--- src/rtl/waypoint_path_interpolator_assert.svh ---
// assertion macros for the waypoint path interpolator
`ifndef WAYPOINT_PATH_INTERPOLATOR_ASSERT_SVH
`define WAYPOINT_PATH_INTERPOLATOR_ASSERT_SVH

`ifndef SYNTH
`define WPI_ASSERT_IMP(lbl, ante, cons) \
  lbl: assert property (@(posedge clk) disable iff (!rst_n) (ante) |-> (cons)) \
    else $error("assertion failed");
`define WPI_ASSERT_NXT(lbl, ante, cons) \
  lbl: assert property (@(posedge clk) disable iff (!rst_n) (ante) |=> (cons)) \
    else $error("assertion failed");
`else
`define WPI_ASSERT_IMP(lbl, ante, cons)
`define WPI_ASSERT_NXT(lbl, ante, cons)
`endif

`endif

--- src/rtl/wpi_pkg.sv ---
package wpi_pkg;

  localparam int MAX_SEGMENTS = 4096;
  localparam int NW = 13;
  localparam int NNW = 25;
  localparam int DW = 33;
  localparam int QW = 34;
  localparam int RW = 60;
  localparam int CORDIC_STEPS = 17;
  localparam int CW = 36;
  localparam int ZW = 20;
  localparam int HALF_PI_Q16 = 102944;
  localparam int HEADING_MAX = 25736;

  // configuration register indexes
  typedef enum logic [2:0] {
    REG_START_LON   = 3'd0,
    REG_START_LAT   = 3'd1,
    REG_START_DEPTH = 3'd2,
    REG_END_LON     = 3'd3,
    REG_END_LAT     = 3'd4,
    REG_END_DEPTH   = 3'd5,
    REG_SEG_COUNT   = 3'd6,
    REG_DEPTH_PROF  = 3'd7
  } cfg_reg_t;

  typedef enum logic [1:0] {
    HD_IDLE,
    HD_RUN,
    HD_ROUND
  } hd_state_t;

  // one word in flight through the divider stages, lanes lon, lat, depth
  typedef struct packed {
    logic                  err;
    logic                  last;
    logic                  zero;
    logic [2:0]            neg;
    logic [2:0][RW-1:0]    rem;
    logic [2:0][QW-1:0]    q;
  } div_t;

  // arctangent table, Q16.16 radians
  function automatic logic [ZW-1:0] atan_q16(input logic [4:0] k);
    logic [ZW-1:0] v;
    unique case (k)
      5'd0:    v = ZW'(51472);
      5'd1:    v = ZW'(30386);
      5'd2:    v = ZW'(16055);
      5'd3:    v = ZW'(8150);
      5'd4:    v = ZW'(4091);
      5'd5:    v = ZW'(2047);
      5'd6:    v = ZW'(1024);
      5'd7:    v = ZW'(512);
      5'd8:    v = ZW'(256);
      5'd9:    v = ZW'(128);
      5'd10:   v = ZW'(64);
      5'd11:   v = ZW'(32);
      5'd12:   v = ZW'(16);
      5'd13:   v = ZW'(8);
      5'd14:   v = ZW'(4);
      5'd15:   v = ZW'(2);
      5'd16:   v = ZW'(1);
      default: v = '0;
    endcase
    return v;
  endfunction

endpackage

--- src/rtl/wpi_heading.sv ---
module wpi_heading (
  input  logic                 clk,
  input  logic                 rst_n,
  input  logic                 start,
  input  logic signed [32:0]   dlon,
  input  logic signed [32:0]   dlat,
  output logic                 busy,
  output logic signed [15:0]   heading
);
  import wpi_pkg::*;

  hd_state_t state_r, state_nxt;
  logic signed [CW-1:0] x_r, y_r, x_nxt, y_nxt, xs, ys, x0, y0;
  logic signed [ZW-1:0] z_r, z_nxt, z0;
  logic [4:0] k_r;
  logic zero_r;
  logic signed [15:0] heading_r;
  logic [ZW-1:0] zmag;
  logic [ZW-1:0] m;
  logic signed [15:0] h_nxt;

  // state register
  always_ff @(posedge clk) begin
    if (!rst_n) begin
      state_r <= HD_IDLE;
    end else begin
      state_r <= state_nxt;
    end
  end

  // next state
  always_comb begin
    state_nxt = state_r;
    unique case (state_r)
      HD_IDLE:  state_nxt = HD_IDLE;
      HD_RUN:   if (k_r == 5'(CORDIC_STEPS - 1)) state_nxt = HD_ROUND;
      HD_ROUND: state_nxt = HD_IDLE;
      default:  state_nxt = HD_IDLE;
    endcase
    if (start) state_nxt = HD_RUN;
  end

  // quadrant fold of the start vector
  always_comb begin
    x0 = CW'(dlat);
    y0 = CW'(dlon);
    z0 = '0;
    if (dlat < 0) begin
      if (dlon >= 0) begin
        x0 = CW'(dlon);
        y0 = -CW'(dlat);
        z0 = ZW'(HALF_PI_Q16);
      end else begin
        x0 = -CW'(dlon);
        y0 = CW'(dlat);
        z0 = -ZW'(HALF_PI_Q16);
      end
    end
  end

  // one vectoring step
  always_comb begin
    xs = x_r >>> k_r;
    ys = y_r >>> k_r;
    if (y_r > 0) begin
      x_nxt = x_r + ys;
      y_nxt = y_r - xs;
      z_nxt = z_r + $signed(atan_q16(k_r));
    end else begin
      x_nxt = x_r - ys;
      y_nxt = y_r + xs;
      z_nxt = z_r - $signed(atan_q16(k_r));
    end
  end

  // round Q16 angle to Q3.13 and clamp
  always_comb begin
    zmag = z_r[ZW-1] ? ZW'(-z_r) : ZW'(z_r);
    m = (zmag + ZW'(4)) >> 3;
    if (m > ZW'(HEADING_MAX)) m = ZW'(HEADING_MAX);
    h_nxt = z_r[ZW-1] ? -$signed(m[15:0]) : $signed(m[15:0]);
    if (zero_r) h_nxt = '0;
  end

  always_ff @(posedge clk) begin
    if (!rst_n) begin
      heading_r <= '0;
    end else if (start) begin
      x_r    <= x0;
      y_r    <= y0;
      z_r    <= z0;
      k_r    <= '0;
      zero_r <= (dlon == 0) && (dlat == 0);
    end else if (state_r == HD_RUN) begin
      x_r <= x_nxt;
      y_r <= y_nxt;
      z_r <= z_nxt;
      k_r <= k_r + 5'd1;
    end else if (state_r == HD_ROUND) begin
      heading_r <= h_nxt;
    end
  end

  assign busy    = (state_r != HD_IDLE);
  assign heading = heading_r;

endmodule
--- config.mk ---
export PLATFORM = sky130hd
export DESIGN_NAME = wpi_heading
export DESIGN_NICKNAME = d
export VERILOG_FILES = /design/src/rtl/waypoint_path_interpolator_assert.svh /design/src/rtl/wpi_pkg.sv /design/src/rtl/wpi_heading.sv
export SDC_FILE = /design/constraint.sdc
export NUM_CORES = 1
export LEC_CHECK = 0
export BUFFER_PORTS_ARGS = -buffer_cell sky130_fd_sc_hd__buf_2
export CAP_MARGIN = 10
export CORE_ASPECT_RATIO = 0.9
export CORE_MARGIN = 3
export CORE_UTILIZATION = 25
export CTS_CLUSTER_DIAMETER = 120
export DETAILED_ROUTE_END_ITERATION = 12
export GPL_ROUTABILITY_DRIVEN = 0
export HOLD_SLACK_MARGIN = 0.08
export PLACE_DENSITY = 0.49
export SKIP_CTS_REPAIR_TIMING = 1
export SLEW_MARGIN = 20
export SYNTH_ARGS = -nofsm -noshare
export SYNTH_HDL_FRONTEND = slang
export SYNTH_SLANG_ARGS = --single-unit
--- constraint.sdc ---
create_clock -name clk -period 9.2 [get_ports clk]
set_clock_uncertainty 0.2 [all_clocks]
set_input_delay 0.92 -clock clk [delete_from_list [all_inputs] [get_ports clk]]
set_output_delay 0.92 -clock clk [all_outputs]
set_load 0.01 [all_outputs]
==> out/qor.yml, run 1 <==
routing:
  drt_iter0_drc: 2280
  drt-total-wl_um: 76170
  via_count: 19730
  wl_met1_um: 36050
  topRoutingLayerUsed: "met4"
  post_drt_via_cell_ratio: 5.684
  route.met2.wl_um: 32400
  ant_nets: 0
  drt_pass1_iterations: 5
  wl_met3_um: 5608
  wl_per_cell_um: 21.94
  drc: 0
worst_setup_path:
  crit_type: "register to register"
  crit_path_max_incr_delay_ps: 990
  critPathSlowestCell: "edfxtp_1"
  worst-endpoint-required_ps: 9200
  arrival_ps: 7810
  path_buf_inv: 2
  path_max_fanout: 20
  r2r_start: "k_r[1]"
  cp-startpoint: "k_r[1]"
  path_cells: "buf_4, mux4_2, mux2_2, mux4_2, inv_1, ha_1, o21ai_0, or4_1, o41ai_1, xor2_1, ha_1, and3_1, a221o_1, a21oi_1, o22ai_1, a311o_1, a21oi_1, nor3_1, o31ai_1, nand3_1, nor3b_1"
  end_kind: "register"
  critical_path.top_delay_family: "compound AO/OA/AOI/OAI gates"
  cp-start-kind: "register"
clocking:
  cts_tree: "yes"
  cts_buffer_depth: 2
  cts_buffers: 17
  clkLatencyLatePin_ps: 490
  clk_pin_slew_ps: 60
  htree_num_levels: 4
  clockRootBuffer: "clkbuf_16"
  clock_sinks: 132
die:
  die_area_mm2: 0.08309
  rows: 97
  start_util_pct: 25.40
  core_region_area_mm2: 0.07840
  num_io_pins: 86
  die_h_um: 273.8
  die-width_um: 303.5
global_routing:
  gr-usage-all-layers_pct: 17.99
  grt_pass1_vias: 17890
  grt_pass1_wl_um: 114600
  grt_max_degree: 93
  antenna_found_initial: 1
  overflow: 0
synth:
  synth_edf_count: 98
  synth_nets: 2605
  synthFlopType: "edfxtp_1"
  yosys_warnings: 0
  async_reset_ff_share_pct: 0
  ys_seq_area_share_pct: 18.19
  synthCells: 2428
  syn_area_mm2: 0.01992
  synthDistinctLibCells: 90
  syn_area_per_cell_um2: 8.202
  ys_seq_elements: 132
layout:
  drive_gt1_share_pct: 13.62
  final_cell_count_no_fill: 3471
  area_delta_synth_final_pct: 9.838
  nets: 2595
place:
  hpwlAfterDp_um: 58670
  dp_cells: 3438
  port_buffers: 85
hold_path:
  min_path_type: "register to register"
  worstHoldStart: "heading[15]"
job:
  cap_violations: 0
sta:
  tightest_slew_ps: 1198
  fin_setup_tns_ps: 0
  hold_ws_ps: 246.3
  setup_viol: 0
  finalCritPeriodShare_pct: 84.87
  rsz0062_at_grt: "no"
  period_minus_slack_ps: 7808
  hold_viol_final: 0
  fmax_ghz: 0.1281
  relSlewSlack_pct: 20.16
  maxSlewViolCount: 0
power:
  p_leak_nw: 8.060
  power_density_mw_per_mm2: 223.9
  ir_worst_vdd_v: 0.0001300
run_status:
  status: "completed"
-- cells in the mapped netlist, types with 24 or more instances --
cell type	number	area [um2]
nand2_1	229	859.6
o21ai_0	201	1006
nor2_1	179	671.9
a21oi_1	170	850.8
xor2_1	119	1042
xnor2_1	107	937.2
ha_1	105	1314
edfxtp_1	98	2943
mux4_2	95	2140
clkbuf_1	88	330.3
o211ai_1	77	578.1
nand3_1	67	335.3
inv_1	61	229.0
mux2i_1	57	570.6
nor3_1	53	265.3
mux2_2	49	551.8
a21o_1	47	352.8
or3_1	42	262.8
o31ai_1	36	270.3
dfxtp_1	34	680.7
a31oi_1	33	206.5
buf_1	28	105.1
nand2b_1	27	168.9
o21a_1	27	202.7
nor2b_1	24	150.1
-- placed cells by master, fill, tap and decap left out, types with 83 or more instances in the layout --
cell type	synthesis	layout
xnor2_1	107	107
o21ai_0	201	201
ha_1	105	105
a21oi_1	170	170
nor2_1	179	178
mux4_2	95	95
buf_2	23	83
edfxtp_1	98	98
nand2_1	229	229
xor2_1	119	119
-- worst reg2reg max path, stage by stage, from the launching register on --
cell      delay [ps]
edfxtp_1         990
buf_4            350
mux4_2           560
mux2_2           320
mux4_2           530
inv_1             90
ha_1             150
o21ai_0          170
or4_1            720
o41ai_1          490
xor2_1           220
ha_1             310
and3_1           230
a221o_1          320
a21oi_1          190
o22ai_1          260
a311o_1          510
a21oi_1          270
nor3_1           100
o31ai_1          310
nand3_1          110
nor3b_1          140
-- per-stage QoR --
stage | utilization, % | setup slack, ps | power (mW) | instance area (um2)
after floorplan | - | 2413 | 3.304 | 19920
after global placement | 27.16 | 1639 | 4.156 | 21300
after detailed placement | 27.16 | 1532 | 4.131 | 21300
after CTS | 27.90 | 1506 | 4.869 | 21870
after global routing | 27.90 | 1077 | 5.274 | 21870
final | 27.90 | 1392 | 4.897 | 21870
-- report_power, final --
group          leakage, nW  switching, mW  total, mW  internal [mW]
combinational         6.57           1.82       3.14           1.32
sequential            1.22          0.249       1.05          0.804
clock                0.270          0.300      0.705          0.404
-- layout make-up --
cell class | instances | area [um2]
antenna | 1 | 2.502
timing repair buffer | 122 | 745.7
tap | 1039 | 1300
clock buffer | 20 | 446.7
clock inverter | 12 | 130.1
sequential | 132 | 3623
inverter | 66 | 250.2
multi-input combinational | 2079 | 15380
fill | 8598 | 56530
-- per-layer routing --
metal | vias up | GRT usage [%]
met2 | 778 | 26.03
li1 | 9244 | -
met1 | 9587 | 26.55
met5 | - | 0
met4 | 0 | 5.619
met3 | 121 | 3.537
-- path summary, 6_finish.rpt --
| kind | end | slack, ps | cells past startpoint |
|---|---|---|---|
| worst max-delay path | x_r[34] | 1390 | 21 |
| worst min-delay path | heading[15] | 250 | 1 |
| worst max register to register | x_r[34] | 1390 | 21 |
| worst min register to register | heading[15] | 250 | 1 |
-- kinds of logic (layout without fill, tap and decap cells) --
family                   Yosys count  count (layout)  share of synthesized area [%]
AO/OA/AOI/OAI                    777             777                          25.05
XOR/XNOR                         226             226                          9.939
other                              0               1                              0
adder cells (fa/ha/maj)          108             108                          6.898
flip-flops                       132             132                          18.19
buffers and inverters            217             220                          4.611
AND/OR/NAND/NOR                  767             767                          18.93
multiplexers                     201             201                          16.38
Note: power is estimated with default switching activity, not from simulation.
==> run 2: changes to the inputs <==
==> constraint.sdc (replaced) <==
create_clock -name clk -period 8 [get_ports clk]
set_clock_uncertainty 0.2 [all_clocks]
set_input_delay 0.8 -clock clk [delete_from_list [all_inputs] [get_ports clk]]
set_output_delay 0.8 -clock clk [all_outputs]
set_load 0.01 [all_outputs]
==> out/qor.yml, run 2 (synthesis gave the netlist of run 1 again) <==
sta:
  finalCritPeriodShare_pct: 92.46  # was 84.87%
  setup_viol: 0  # unchanged
  maxSlewViolCount: 0  # unchanged
  hold_viol_final: 0  # unchanged
  fin_ws_ps: 603.6  # was 1392 ps
  period_minus_slack_ps: 7396  # was 7808 ps
  fin_setup_tns_ps: 0  # unchanged
  relSlewSlack_pct: 29.17  # was 20.16%
  fmax_ghz: 0.1352  # was 0.1281 GHz
  rsz0062_at_grt: "no"  # unchanged
  tightest_slew_ps: 1053  # was 1198 ps
global_routing:
  grt_pass1_wl_um: 114700  # was 114600 um
  antenna_found_initial: 3  # was 1
  grt_pass1_vias: 17900  # was 17890
  gr-usage-all-layers_pct: 18.08  # was 17.99%
  overflow: 0  # unchanged
  grt_max_degree: 89  # was 93
power:
  p_leak_nw: 8.155  # was 8.060 nW
  ir_worst_vdd_v: 0.0001719  # was 0.0001300 V
  power_density_mw_per_mm2: 255.9  # was 223.9 mW/mm2
clocking:
  clock_sinks: 132  # unchanged
  clockRootBuffer: "clkbuf_16"  # unchanged
  clkLatencyLatePin_ps: 490  # about the same
  cts_tree: "yes"  # unchanged
  htree_num_levels: 4  # unchanged
  cts_buffers: 17  # unchanged
  cts_buffer_depth: 2  # unchanged
  clk_pin_slew_ps: 70  # was 60 ps
worst_setup_path:
  reg2regPathDepth: 20  # was 21
  reg2reg_slack_ps: 600  # was 1390 ps
  worst-endpoint-required_ps: 7990  # was 9200 ps
  crit_type: "register to register"  # unchanged
  critPathCapture: "x_r[34]"  # unchanged
  path_max_fanout: 37  # was 20
  critPathSlowestCell: "or4_1"  # was edfxtp_1
  crit_path_max_incr_delay_ps: 690  # was 990 ps
  cp-startpoint: "k_r[0]"  # was k_r[1]
  path_cells: "buf_12, buf_12, mux4_2, mux2_2, mux4_2, or3_1, or4_1, o41ai_1, xor2_1, ha_1, and3_1, a221o_1, a21oi_1, o22ai_1, a311o_1, a21oi_1, nor3_1, o31ai_1, nand3_1, nor3b_1"  # was buf_4, mux4_2, mux2_2, mux4_2, inv_1, ha_1, o21ai_0, or4_1, o41ai_1, xor2_1, ha_1, and3_1, a221o_1, a21oi_1, o22ai_1, a311o_1, a21oi_1, nor3_1, o31ai_1, nand3_1, nor3b_1
  arrival_ps: 7380  # was 7810 ps
  worstReg2RegEnd: "x_r[34]"  # unchanged
  r2r_start: "k_r[0]"  # was k_r[1]
  end_kind: "register"  # unchanged
  cp-start-kind: "register"  # unchanged
die:
  die-width_um: 303.5  # unchanged
  num_io_pins: 86  # unchanged
  die_h_um: 273.8  # unchanged
  start_util_pct: 25.40  # unchanged
  die_area_mm2: 0.08309  # unchanged
  rows: 97  # unchanged
  core_region_area_mm2: 0.07840  # unchanged
layout:
  drive_gt1_share_pct: 14.23  # was 13.62%
  layout_common_cells: "nand2_1 (229), o21ai_0 (201), nor2_1 (178)"  # unchanged
  final_common_cell: "nand2_1"  # unchanged
  area_delta_synth_final_pct: 10.49  # was 9.838%
  nets: 2609  # was 2595
place:
  port_buffers: 85  # unchanged
  hpwlAfterDp_um: 59640  # was 58670 um
  pre_cts_slack_ps: 509.0  # was 1532 ps
routing:
  ant_nets: 0  # unchanged
  via_count: 19670  # was 19730
  drc: 0  # unchanged
  drt-total-wl_um: 76430  # was 76170 um
  post_drt_via_cell_ratio: 5.643  # was 5.684
  drt_iter0_drc: 1898  # was 2280
  wl_per_cell_um: 21.92  # was 21.94 um
  drt_pass1_iterations: 5  # unchanged
job:
  cap_violations: 0  # unchanged
hold_path:
  min_path_type: "register to register"  # unchanged
  worstHoldStart: "heading[3]"  # was heading[15]
run_status:
  status: "completed"  # unchanged
-- run 2: power by group --
part | switching, mW | internal [mW]
combinational | 2.12 | 1.53
sequential | 0.276 | 0.925
clock | 0.361 | 0.425
total | 2.75 | 2.88
-- run 2: cell type report --
cell class                      instances  area [um2]
Timing Repair Buffer                  136       888.4
Clock inverter                         13       93.84
Multi-Input combinational cell       2079       15380
Antenna cell                            2       5.005
Fill cell                            8533       56400
Sequential cell                       132        3623
Clock buffer                           19       464.2
Inverter                               66       250.2
Tap cell                             1039        1300
-- run 2: per-layer routing --
| layer | share of wire, % | routed length (um) | global-route usage [%] | vias to the layer above |
|---|---|---|---|---|
| met5 | 0 | 0 | 0 | - |
| met4 | 3.4 | 2569 | 6.402 | 0 |
| met3 | 8.6 | 6562 | 4.964 | 106 |
| met2 | 41 | 31020 | 25.18 | 799 |
| met1 | 47 | 36280 | 26.33 | 9468 |
| li1 | - | - | - | 9298 |
-- run 2: worst max-delay path: cells and delay by family, from the launching register on --
kind	cells	cell delay, ps
XOR/XNOR	1	210
flip-flops	1	370
multiplexers	3	1440
AND/OR/NAND/NOR	6	1690
AO/OA/AOI/OAI	7	2310
buffers and inverters	2	520
adder cells (fa/ha/maj)	1	310
-- run 2: worst min-delay path by stage --
stage / cells past startpoint / to / slack, ps
floorplan: 2 / heading[14] / 280
global placement: 1 / heading[3] / 230
detailed placement: 1 / heading[3] / 240
CTS: 1 / heading[3] / 260
global route: 2 / heading[14] / 290
finish: 1 / heading[3] / 250
-- run 2: per-stage QoR --
step / power (mW) / hold slack, ps / instances / instance area (um2) / utilization (%)
after CTS: 5.589 / 259.5 / 3484 / 22000 / 28.06
final: 5.632 / 254.8 / 3486 / 22000 / 28.07
after detailed placement: 4.774 / 242.7 / 3452 / 21440 / 27.34
after global placement: 4.797 / 230.1 / 3452 / 21440 / 27.34
after global routing: 6.057 / 286.8 / 3484 / 22000 / 28.06
after floorplan: 3.799 / 278.5 / 2428 / 19920 / -
